--- config.mk ---
export PLATFORM = sky130hd
export DESIGN_NAME = ept_four_level_walker
export DESIGN_NICKNAME = d
export VERILOG_FILES = /design/src/rtl/ewk_pkg.sv /design/src/rtl/ewk_step.sv /design/src/rtl/ept_four_level_walker.sv
export SDC_FILE = /design/constraint.sdc
export NUM_CORES = 1
export LEC_CHECK = 0
export BUFFER_PORTS_ARGS = -buffer_cell sky130_fd_sc_hd__buf_2
export CORE_AREA = 2 2 195 197
export CTS_BUF_LIST = sky130_fd_sc_hd__clkbuf_8
export CTS_CLUSTER_DIAMETER = 40
export DETAILED_ROUTE_END_ITERATION = 8
export DIE_AREA = 0 0 197 199
export PLACE_DENSITY = 0.81
export SLEW_MARGIN = 20
export SYNTH_ARGS = -nofsm -noshare
export SYNTH_HDL_FRONTEND = slang
export SYNTH_HIERARCHICAL = 1
export SYNTH_SLANG_ARGS = --single-unit
--- constraint.sdc ---
create_clock -name clk_i -period 5 [get_ports clk_i]
set_input_delay 0 -clock clk_i [delete_from_list [all_inputs] [get_ports clk_i]]
set_output_delay 0 -clock clk_i [all_outputs]
set_load 0.02 [all_outputs]
--- src/rtl/ewk_pkg.sv ---
`timescale 1ns / 1ps
`default_nettype none
// ----------------------------------------------------------------------------
// ewk_pkg
// Types and constants shared by the four-level EPT walker modules.
// ----------------------------------------------------------------------------
package ewk_pkg;

  localparam int unsigned Levels     = 4;
  localparam int unsigned IndexBits  = 9;
  localparam int unsigned PageBits   = 12;
  localparam int unsigned MaxPaBits  = 52;
  localparam int unsigned FrameBits  = 40;
  localparam int unsigned GaddrBits  = 48;
  localparam int unsigned QualBits   = 32;
  localparam int unsigned LevelBits  = 3;
  localparam int unsigned OrderBits  = 5;

  // input command codes
  localparam logic CMD_TRANSLATE = 1'b0;
  localparam logic CMD_RESPONSE  = 1'b1;

  // result kinds
  localparam logic KIND_REQUEST = 1'b0;
  localparam logic KIND_FINAL   = 1'b1;

  // entry read status codes
  localparam logic [1:0] RD_OK       = 2'd0;
  localparam logic [1:0] RD_PAGED    = 2'd1;
  localparam logic [1:0] RD_MAP_FAIL = 2'd2;

  // result status codes
  localparam logic [1:0] ST_SUCCESS   = 2'd0;
  localparam logic [1:0] ST_VIOLATION = 2'd1;
  localparam logic [1:0] ST_MISCONFIG = 2'd2;
  localparam logic [1:0] ST_RETRY     = 2'd3;

  // exit reasons
  localparam logic [1:0] RSN_NONE      = 2'd0;
  localparam logic [1:0] RSN_VIOLATION = 2'd1;
  localparam logic [1:0] RSN_MISCONFIG = 2'd2;

  // configuration register indexes
  localparam logic [1:0] CFG_ROOT_FRAME = 2'd0;
  localparam logic [1:0] CFG_PA_BITS    = 2'd1;
  localparam logic [1:0] CFG_EXEC_ONLY  = 2'd2;

  localparam logic [LevelBits-1:0] LEVEL_TOP = LevelBits'(Levels);
  localparam logic [LevelBits-1:0] LEVEL_1G  = 3'd3;
  localparam logic [LevelBits-1:0] LEVEL_2M  = 3'd2;
  localparam logic [LevelBits-1:0] LEVEL_4K  = 3'd1;

  localparam logic [OrderBits-1:0] ORDER_4K = 5'd0;
  localparam logic [OrderBits-1:0] ORDER_2M = 5'd9;
  localparam logic [OrderBits-1:0] ORDER_1G = 5'd18;

  localparam logic [63:0] EMT_IPAT_MASK = 64'h0000_0000_0000_0078;
  localparam logic [63:0] EMT_IPAT_SP   = 64'h0000_0000_0000_00f8;
  localparam logic [63:0] SP1G_RSV_MASK = 64'h0000_0000_3fff_f000;
  localparam logic [63:0] SP2M_RSV_MASK = 64'h0000_0000_001f_f000;

  localparam logic [2:0] RWX_ALL = 3'b111;

  typedef struct packed {
    logic [FrameBits-1:0] root_frame;
    logic [5:0]           phys_addr_bits;
    logic                 exec_only_allowed;
  } cfg_t;

  typedef struct packed {
    logic                  busy;
    logic [LevelBits-1:0]  walk_level;
    logic [FrameBits-1:0]  table_frame;
    logic [GaddrBits-1:0]  held_addr;
    logic [2:0]            held_access;
    logic [2:0]            rwx_so_far;
    logic [QualBits-1:0]   held_qual;
  } walk_t;

  typedef struct packed {
    logic                  kind;
    logic [MaxPaBits-1:0]  read_addr;
    logic [1:0]            status;
    logic [FrameBits-1:0]  frame_number;
    logic [OrderBits-1:0]  map_order;
    logic [2:0]            granted_rwx;
    logic [QualBits-1:0]   exit_info;
    logic [1:0]            exit_cause;
  } res_t;

endpackage
`default_nettype wire

--- src/rtl/ewk_step.sv ---
`timescale 1ns / 1ps
`default_nettype none
// ----------------------------------------------------------------------------
// ewk_step
// One walk step: entry checks, rights merge, next state and result.
// ----------------------------------------------------------------------------
module ewk_step (
  input  var ewk_pkg::walk_t               st_i,
  input  var ewk_pkg::cfg_t                cfg_i,
  input  wire                              command_i,
  input  wire [ewk_pkg::GaddrBits-1:0]     guest_addr_i,
  input  wire [2:0]                        access_rwx_i,
  input  wire [ewk_pkg::QualBits-1:0]      prior_qual_i,
  input  wire [63:0]                       entry_word_i,
  input  wire [1:0]                        read_status_i,
  output ewk_pkg::walk_t                   st_o,
  output logic                             res_valid_o,
  output ewk_pkg::res_t                    res_o
);

  function automatic logic [ewk_pkg::IndexBits-1:0] level_index(
    input logic [ewk_pkg::GaddrBits-1:0] addr,
    input logic [ewk_pkg::LevelBits-1:0] lvl
  );
    logic [ewk_pkg::IndexBits-1:0] idx;
    case (lvl)
      ewk_pkg::LEVEL_TOP: idx = addr[47:39];
      ewk_pkg::LEVEL_1G:  idx = addr[38:30];
      ewk_pkg::LEVEL_2M:  idx = addr[29:21];
      default:            idx = addr[20:12];
    endcase
    return idx;
  endfunction

  logic [2:0]                     rwx_e;
  logic [2:0]                     emt;
  logic                           sp;
  logic [ewk_pkg::LevelBits-1:0]  lvl;
  logic [ewk_pkg::LevelBits-1:0]  lvl_dn;
  logic [63:0]                    rsv;
  logic                           misconf;
  logic [2:0]                     rwx_new;
  logic [ewk_pkg::FrameBits-1:0]  frame;
  logic [ewk_pkg::FrameBits-1:0]  leaf_frame;
  logic [ewk_pkg::OrderBits-1:0]  order;
  logic                           is_leaf;
  logic                           allowed;

  assign rwx_e  = entry_word_i[2:0];
  assign emt    = entry_word_i[5:3];
  assign sp     = entry_word_i[7];
  assign lvl    = st_i.walk_level;
  assign lvl_dn = lvl - 3'd1;
  assign frame  = entry_word_i[51:12];

  // reserved bit mask for this level
  always_comb begin
    rsv = '0;
    for (int i = ewk_pkg::PageBits; i < ewk_pkg::MaxPaBits; i++) begin
      rsv[i] = (cfg_i.phys_addr_bits <= 6'(i));
    end
    case (lvl)
      ewk_pkg::LEVEL_TOP: rsv = rsv | ewk_pkg::EMT_IPAT_SP;
      ewk_pkg::LEVEL_1G:  rsv = rsv | (sp ? ewk_pkg::SP1G_RSV_MASK : ewk_pkg::EMT_IPAT_MASK);
      ewk_pkg::LEVEL_2M:  rsv = rsv | (sp ? ewk_pkg::SP2M_RSV_MASK : ewk_pkg::EMT_IPAT_MASK);
      default:            rsv = rsv;
    endcase
  end

  assign misconf = (|(entry_word_i & rsv))
                || ((sp || lvl == ewk_pkg::LEVEL_4K)
                    && (emt == 3'd2 || emt == 3'd3 || emt == 3'd7))
                || (rwx_e == 3'b010) || (rwx_e == 3'b110)
                || (rwx_e == 3'b100 && !cfg_i.exec_only_allowed);

  assign rwx_new = st_i.rwx_so_far & rwx_e;

  // leaf decode: 4K leaf, or 1G / 2M superpage with the guest offset bits spliced in
  always_comb begin
    is_leaf    = 1'b0;
    order      = ewk_pkg::ORDER_4K;
    leaf_frame = frame;
    if (lvl == ewk_pkg::LEVEL_1G && sp) begin
      is_leaf    = 1'b1;
      order      = ewk_pkg::ORDER_1G;
      leaf_frame = {frame[39:18], st_i.held_addr[29:12]};
    end else if (lvl == ewk_pkg::LEVEL_2M && sp) begin
      is_leaf    = 1'b1;
      order      = ewk_pkg::ORDER_2M;
      leaf_frame = {frame[39:9], st_i.held_addr[20:12]};
    end else if (lvl <= ewk_pkg::LEVEL_4K) begin
      is_leaf    = 1'b1;
    end
  end

  assign allowed = ((st_i.held_access & ~rwx_new) == 3'b000);

  always_comb begin
    st_o        = st_i;
    res_valid_o = 1'b0;
    res_o       = '0;
    if (command_i == ewk_pkg::CMD_TRANSLATE) begin
      st_o.busy        = 1'b1;
      st_o.walk_level  = ewk_pkg::LEVEL_TOP;
      st_o.table_frame = cfg_i.root_frame;
      st_o.held_addr   = guest_addr_i;
      st_o.held_access = access_rwx_i;
      st_o.held_qual   = prior_qual_i;
      st_o.rwx_so_far  = ewk_pkg::RWX_ALL;
      res_valid_o      = 1'b1;
      res_o.kind       = ewk_pkg::KIND_REQUEST;
      res_o.read_addr  = {cfg_i.root_frame,
                          level_index(guest_addr_i, ewk_pkg::LEVEL_TOP), 3'b000};
    end else if (st_i.busy) begin
      res_valid_o        = 1'b1;
      res_o.kind         = ewk_pkg::KIND_FINAL;
      res_o.frame_number = '1;
      st_o.busy          = 1'b0;
      st_o.walk_level    = ewk_pkg::LEVEL_TOP;
      if (read_status_i == ewk_pkg::RD_PAGED) begin
        res_o.status    = ewk_pkg::ST_RETRY;
        res_o.exit_info = st_i.held_qual;
      end else if (read_status_i != ewk_pkg::RD_OK) begin
        res_o.status     = ewk_pkg::ST_MISCONFIG;
        res_o.exit_cause = ewk_pkg::RSN_MISCONFIG;
      end else if (rwx_e == 3'b000) begin
        res_o.status     = ewk_pkg::ST_VIOLATION;
        res_o.exit_cause = ewk_pkg::RSN_VIOLATION;
        res_o.exit_info  = {st_i.held_qual[31:6], 3'b000, st_i.held_access};
      end else if (misconf) begin
        res_o.status     = ewk_pkg::ST_MISCONFIG;
        res_o.exit_cause = ewk_pkg::RSN_MISCONFIG;
      end else begin
        st_o.rwx_so_far = rwx_new;
        if (!is_leaf) begin
          // descend one level
          st_o.busy          = 1'b1;
          st_o.walk_level    = lvl_dn;
          st_o.table_frame   = frame;
          res_o              = '0;
          res_o.kind         = ewk_pkg::KIND_REQUEST;
          res_o.read_addr    = {frame, level_index(st_i.held_addr, lvl_dn), 3'b000};
        end else begin
          res_o.map_order   = order;
          res_o.granted_rwx = rwx_new;
          if (allowed) begin
            res_o.status       = ewk_pkg::ST_SUCCESS;
            res_o.frame_number = leaf_frame;
            res_o.exit_info    = st_i.held_qual;
          end else begin
            res_o.status     = ewk_pkg::ST_VIOLATION;
            res_o.exit_cause = ewk_pkg::RSN_VIOLATION;
            res_o.exit_info  = {st_i.held_qual[31:6], rwx_new, st_i.held_access};
          end
        end
      end
    end
  end

endmodule
`default_nettype wire

--- src/rtl/ept_four_level_walker.sv ---
`timescale 1ns / 1ps
`default_nettype none
// ----------------------------------------------------------------------------
// ept_four_level_walker
// Four-level EPT walker: entry checks, superpages, rights merge, exit info.
// ----------------------------------------------------------------------------
// Usage:
//   Input channel (in_valid_i / in_stall_o) carries either a translate
//   command or a table entry read response. Output channel (out_valid_o /
//   out_stall_i) carries either an entry read request (kind 0) or the final
//   translation result (kind 1). A translate issues the level 4 read; each
//   response either issues the next level read or ends the walk.
//   A response arriving with no walk in progress is dropped silently.
//   Results are registered. Throughput: one item per cycle while
//   in_stall_o is low; all checks for an item sit in one combinational
//   pass (ewk_step) between the input port and the result register. Two
//   result slots (output register plus skid register) let the input keep
//   taking items while a finished result waits; in_stall_o rises only once
//   both slots are full, and is a pure register output.
//   Config: cfg_valid_i/cfg_ready_o write channel, always ready; write
//   only while no walk is outstanding and the output is drained.
//   Reset: walk idle at level 4, rights all ones, root frame 0, physical
//   address width 52, execute-only disallowed, both result slots empty.
// ----------------------------------------------------------------------------
module ept_four_level_walker (
  input  wire         clk_i,
  input  wire         rst_ni,
  // config write channel
  input  wire         cfg_valid_i,
  output logic        cfg_ready_o,
  input  wire [1:0]   cfg_index_i,
  input  wire [39:0]  cfg_data_i,
  // input channel
  input  wire         in_valid_i,
  output logic        in_stall_o,
  input  wire         command_i,
  input  wire [47:0]  guest_addr_i,
  input  wire [2:0]   access_rwx_i,
  input  wire [31:0]  prior_qual_i,
  input  wire [63:0]  entry_word_i,
  input  wire [1:0]   read_status_i,
  // output channel
  output logic        out_valid_o,
  input  wire         out_stall_i,
  output logic        kind_o,
  output logic [51:0] read_addr_o,
  output logic [1:0]  status_o,
  output logic [39:0] frame_number_o,
  output logic [4:0]  map_order_o,
  output logic [2:0]  granted_rwx_o,
  output logic [31:0] exit_info_o,
  output logic [1:0]  exit_cause_o
);

  ewk_pkg::cfg_t  cfg_q, cfg_d;
  ewk_pkg::walk_t walk_q, walk_d;
  ewk_pkg::walk_t step_st;
  ewk_pkg::res_t  step_res;
  logic           step_valid;

  // result slots
  ewk_pkg::res_t  out_q, out_d;
  ewk_pkg::res_t  skid_q, skid_d;
  logic           out_valid_q, out_valid_d;
  logic           skid_valid_q, skid_valid_d;

  logic in_xfer;
  logic cfg_xfer;
  logic new_res;
  logic slot_free;

  assign cfg_ready_o = 1'b1;
  assign cfg_xfer    = cfg_valid_i && cfg_ready_o;
  assign in_stall_o  = skid_valid_q;
  assign in_xfer     = in_valid_i && !skid_valid_q;

  // ---------------------------------------------------------------------------
  // Configuration registers; out-of-range indexes are ignored
  // ---------------------------------------------------------------------------
  always_comb begin
    cfg_d = cfg_q;
    if (cfg_xfer) begin
      unique case (cfg_index_i)
        ewk_pkg::CFG_ROOT_FRAME: cfg_d.root_frame        = cfg_data_i;
        ewk_pkg::CFG_PA_BITS:    cfg_d.phys_addr_bits    = cfg_data_i[5:0];
        ewk_pkg::CFG_EXEC_ONLY:  cfg_d.exec_only_allowed = cfg_data_i[0];
        default:                 cfg_d = cfg_q;
      endcase
    end
  end

  // ---------------------------------------------------------------------------
  // Walk step
  // ---------------------------------------------------------------------------
  ewk_step u_step (
    .st_i          (walk_q),
    .cfg_i         (cfg_q),
    .command_i     (command_i),
    .guest_addr_i  (guest_addr_i),
    .access_rwx_i  (access_rwx_i),
    .prior_qual_i  (prior_qual_i),
    .entry_word_i  (entry_word_i),
    .read_status_i (read_status_i),
    .st_o          (step_st),
    .res_valid_o   (step_valid),
    .res_o         (step_res)
  );

  assign walk_d  = in_xfer ? step_st : walk_q;
  assign new_res = in_xfer && step_valid;

  // ---------------------------------------------------------------------------
  // Output register plus skid; skid only fills when output is stalled
  // ---------------------------------------------------------------------------
  assign slot_free = !out_valid_q || !out_stall_i;

  always_comb begin
    out_d        = out_q;
    skid_d       = skid_q;
    out_valid_d  = out_valid_q;
    skid_valid_d = skid_valid_q;
    if (slot_free) begin
      if (skid_valid_q) begin
        out_d        = skid_q;
        out_valid_d  = 1'b1;
        skid_valid_d = 1'b0;
      end else begin
        out_d       = step_res;
        out_valid_d = new_res;
      end
    end else if (new_res) begin
      skid_d       = step_res;
      skid_valid_d = 1'b1;
    end
  end

  always_ff @(posedge clk_i or negedge rst_ni) begin
    if (!rst_ni) begin
      cfg_q.root_frame        <= '0;
      cfg_q.phys_addr_bits    <= 6'(ewk_pkg::MaxPaBits);
      cfg_q.exec_only_allowed <= 1'b0;
      walk_q.busy             <= 1'b0;
      walk_q.walk_level       <= ewk_pkg::LEVEL_TOP;
      walk_q.table_frame      <= '0;
      walk_q.held_addr        <= '0;
      walk_q.held_access      <= '0;
      walk_q.rwx_so_far       <= ewk_pkg::RWX_ALL;
      walk_q.held_qual        <= '0;
      out_valid_q             <= 1'b0;
      skid_valid_q            <= 1'b0;
    end else begin
      cfg_q        <= cfg_d;
      walk_q       <= walk_d;
      out_valid_q  <= out_valid_d;
      skid_valid_q <= skid_valid_d;
    end
  end

  // payload, no reset
  always_ff @(posedge clk_i) begin
    out_q  <= out_d;
    skid_q <= skid_d;
  end

  assign out_valid_o    = out_valid_q;
  assign kind_o         = out_q.kind;
  assign read_addr_o    = out_q.read_addr;
  assign status_o       = out_q.status;
  assign frame_number_o = out_q.frame_number;
  assign map_order_o    = out_q.map_order;
  assign granted_rwx_o  = out_q.granted_rwx;
  assign exit_info_o    = out_q.exit_info;
  assign exit_cause_o   = out_q.exit_cause;

  // ---------------------------------------------------------------------------
  // Assertions
  // ---------------------------------------------------------------------------
  a_skid_needs_out: assert property (@(posedge clk_i) disable iff (!rst_ni)
    skid_valid_q |-> out_valid_q)
    else $error("skid slot full while output slot empty");

  a_idle_level: assert property (@(posedge clk_i) disable iff (!rst_ni)
    !walk_q.busy |-> (walk_q.walk_level == ewk_pkg::LEVEL_TOP))
    else $error("idle walker not parked at top level");

  a_translate_busy: assert property (@(posedge clk_i) disable iff (!rst_ni)
    (in_xfer && command_i == ewk_pkg::CMD_TRANSLATE) |=> walk_q.busy)
    else $error("translate transfer did not start a walk");

  a_final_ends_walk: assert property (@(posedge clk_i) disable iff (!rst_ni)
    (new_res && step_res.kind == ewk_pkg::KIND_FINAL) |=> !walk_q.busy)
    else $error("final result left walk busy");

  a_request_keeps_busy: assert property (@(posedge clk_i) disable iff (!rst_ni)
    (new_res && step_res.kind == ewk_pkg::KIND_REQUEST) |=> walk_q.busy)
    else $error("read request issued with no walk in progress");

endmodule
`default_nettype wire

==> summary.md <==
| Metric | Value |
|---|---|
| Outcome | `finished, final reports clean` |
| Clk slew on worst S/H paths | `0.06 ns` |
| Placed Cells | `around 2000` |
| Area of the multi-input gates | `0.00652 mm²` |
| Layout fillers | `around 2600` |
| Critical Path RT | `between 5 and 6 ns` |
| Worst Hold End | `cfg_q[33]$_DFFE_PN0P_` |
| CP endpoint kind | `flip-flop` |
| R2R setup slack | `0.90 ns` |
| Die H | `199 µm` |
| Post-placement cell area | `0.0203 mm²` |
| Type of the worst min-delay path | `in -> reg` |
| First-pass GRT wire length | `81700 µm` |
| Critical R2R Capture | `frame_number_o[2]$_DFFE_PP_` |
| Post-DR wirelength/cell | `23.4 µm` |
| Fmax | `around 0.24 GHz` |
| Leak | `9.66 nW` |
| Die Span X | `197 µm` |
| Vias in the first global route | `14125` |
| Via/cell ratio | `5.91` |
| Max_cap viols | `0` |
| Slew Viols, Final | `0` |
| Nets@finish | `1990` |
| Initial Util | `50.0%` |
| Non-filler cells, final | `roughly 2300` |
| Final wirelength | `54300 µm` |
| Design area | `0.0235 mm²` |
| Worst-skew pair later-pin latency | `0.63 ns` |
| DRC violations left | `0` |
| Worst R2R Path Depth | `9` |
| Hold path depth | `3` |
| Overall Global Routing Usage | `27.5%` |
| Clk_skew | `0.0224 ns` |
| CTS root buffer | `clkbuf_8` |
| Tcrit/Tclk final | `roughly 80%` |
| TNS Setup | `0 ns` |
| Relative slew slack | `26.5%` |
| Core area | `between 0.03 and 0.04 mm²` |
| Number of I/O pins | `337` |
| Vias | `13713` |
| Largest net degree at the start of global routing | `92` |
| # rows | `71` |
| Post-DP HPWL | `31900 µm` |
| Hold Path Origin | `cfg_data_i[26]` |
| Placer Congestion | `0.881` |
| Ys Warns | `6` |
| Unrepaired setup endpoints after global routing | `false` |
| Crit path launch type | `flip-flop` |
| Mapped Avg Cell Area | `14.0 µm²` |
| Most frequent cells in the layout | `buf_2, mux2_2, edfxtp_1` |
| First DRT Iteration DRCs | `1116` |
| Num CTS Buffers | `between 70 and 80` |
| DR pass1 iterations | `6` |
| TritonCTS clock tree | `done` |
| Post-CTS Setup Inserts | `0` |
| Final Setup Violations | `0` |
| I/O Buffers | `approximately 310` |
| H-tree Lvls | `3` |
| CTS max path bufs | `3` |
| Grt ovf | `0` |
| Die footprint | `0.0392 mm²` |
| Tmin final | `between 4 and 5 ns` |
| FF+latch area | `0.0114 mm²` |
| TritonCTS sink count | `401` |
| PwrDens | `397 mW/mm²` |
| Synthesized netlist cell count | `1325` |
| Reg2reg start | `cfg_q[2]$_DFFE_PN0P_` |
| Cell area after synthesis | `0.0186 mm²` |
| Worst EP arrival | `4.47 ns` |
| Final antenna-violating net count | `0` |
| Final Hold Fails | `0` |
| Antenna violations before repair | `1` |
| Most common cell after layout, fill and taps aside | `buf_2` |
| Critical path class | `reg -> reg` |
| Max IR drop VDD | `0.000335 V` |
| Area delta synth->final | `26.7%` |
| CP max FO | `42` |
| Worst-Margin Slew | `between 1 and 1.5 ns` |
| Share of layout cells above drive strength 1 | `40.4%` |
flip-flops by register name, summed over array words and instances, names as in the netlist, 3 cells and up:
register        flops
cfg_q              47
walk_q             78
granted_rwx_o       3
skid_q            137
read_addr_o        52
map_order_o         5
exit_info_o        32
frame_number_o     40
power breakdown:
part | internal (W) | switching [W] | total (W)
Sequential | 0.00411 | 0.000367 | 0.00448
Combinational | 0.000788 | 0.000926 | 0.00171
Clock | 0.00172 | 0.00142 | 0.00314
Total | 0.00662 | 0.00271 | 0.00933
per-stage QoR:
step,utilization (%),power (W),hold slack [ns],worst slack (ns)
floorplan,-,0.00549,-0.296,0.369
global placement,54.8,0.00599,0.0824,1.05
detailed placement,54.8,0.00606,0.0830,1.01
CTS,63.3,0.00931,0.0859,1.00
global route,63.3,0.00969,0.135,0.770
finish,63.3,0.00933,0.134,0.898
what timing repair did:
action | CTS | global route
hold buffers | 168 | 0
resized for setup | 0 | 0
endpoints found under the hold margin | 319 | 0
worst max path at each step:
stage / start / to
CTS: cfg_q[3]$_DFFE_PN1P_ / frame_number_o[2]$_DFFE_PP_
floorplan: in_stall_o$_DFFE_PN0P_ / skid_q[0]$_DFFE_PP_
finish: cfg_q[2]$_DFFE_PN0P_ / frame_number_o[2]$_DFFE_PP_
global route: cfg_q[2]$_DFFE_PN0P_ / frame_number_o[2]$_DFFE_PP_
detailed placement: cfg_q[3]$_DFFE_PN1P_ / frame_number_o[2]$_DFFE_PP_
global placement: cfg_q[3]$_DFFE_PN1P_ / map_order_o[3]$_DFFE_PP_
cell type report:
type,count,share of cell area (%)
antenna,1,0.0106
clock buffer,78,4.57
clock inverter,58,1.72
inverter,26,0.415
multi-input combinational,791,27.7
sequential,401,48.6
tap,474,2.52
timing repair buffer,493,14.5
routing by layer:
metal | track usage (%) | part of all wire, % | vias to the layer above
li1 | - | - | 5950
met2 | 45.8 | 49 | 780
met5 | 0 | 0 | -
met1 | 34.6 | 39 | 6833
met3 | 5.60 | 8.0 | 150
met4 | 13.3 | 4.0 | 0
critical path: stages (launching register included):
cell      delay (ns)
dfrtp_1         0.69
nand2_1         0.29
o311ai_0        0.36
nand4_1         0.16
or4_4           0.57
or3_1           0.47
nor4_4          0.28
buf_4           0.49
a21oi_1         0.19
mux2_2          0.32
(Power assumes the default switching activity.)
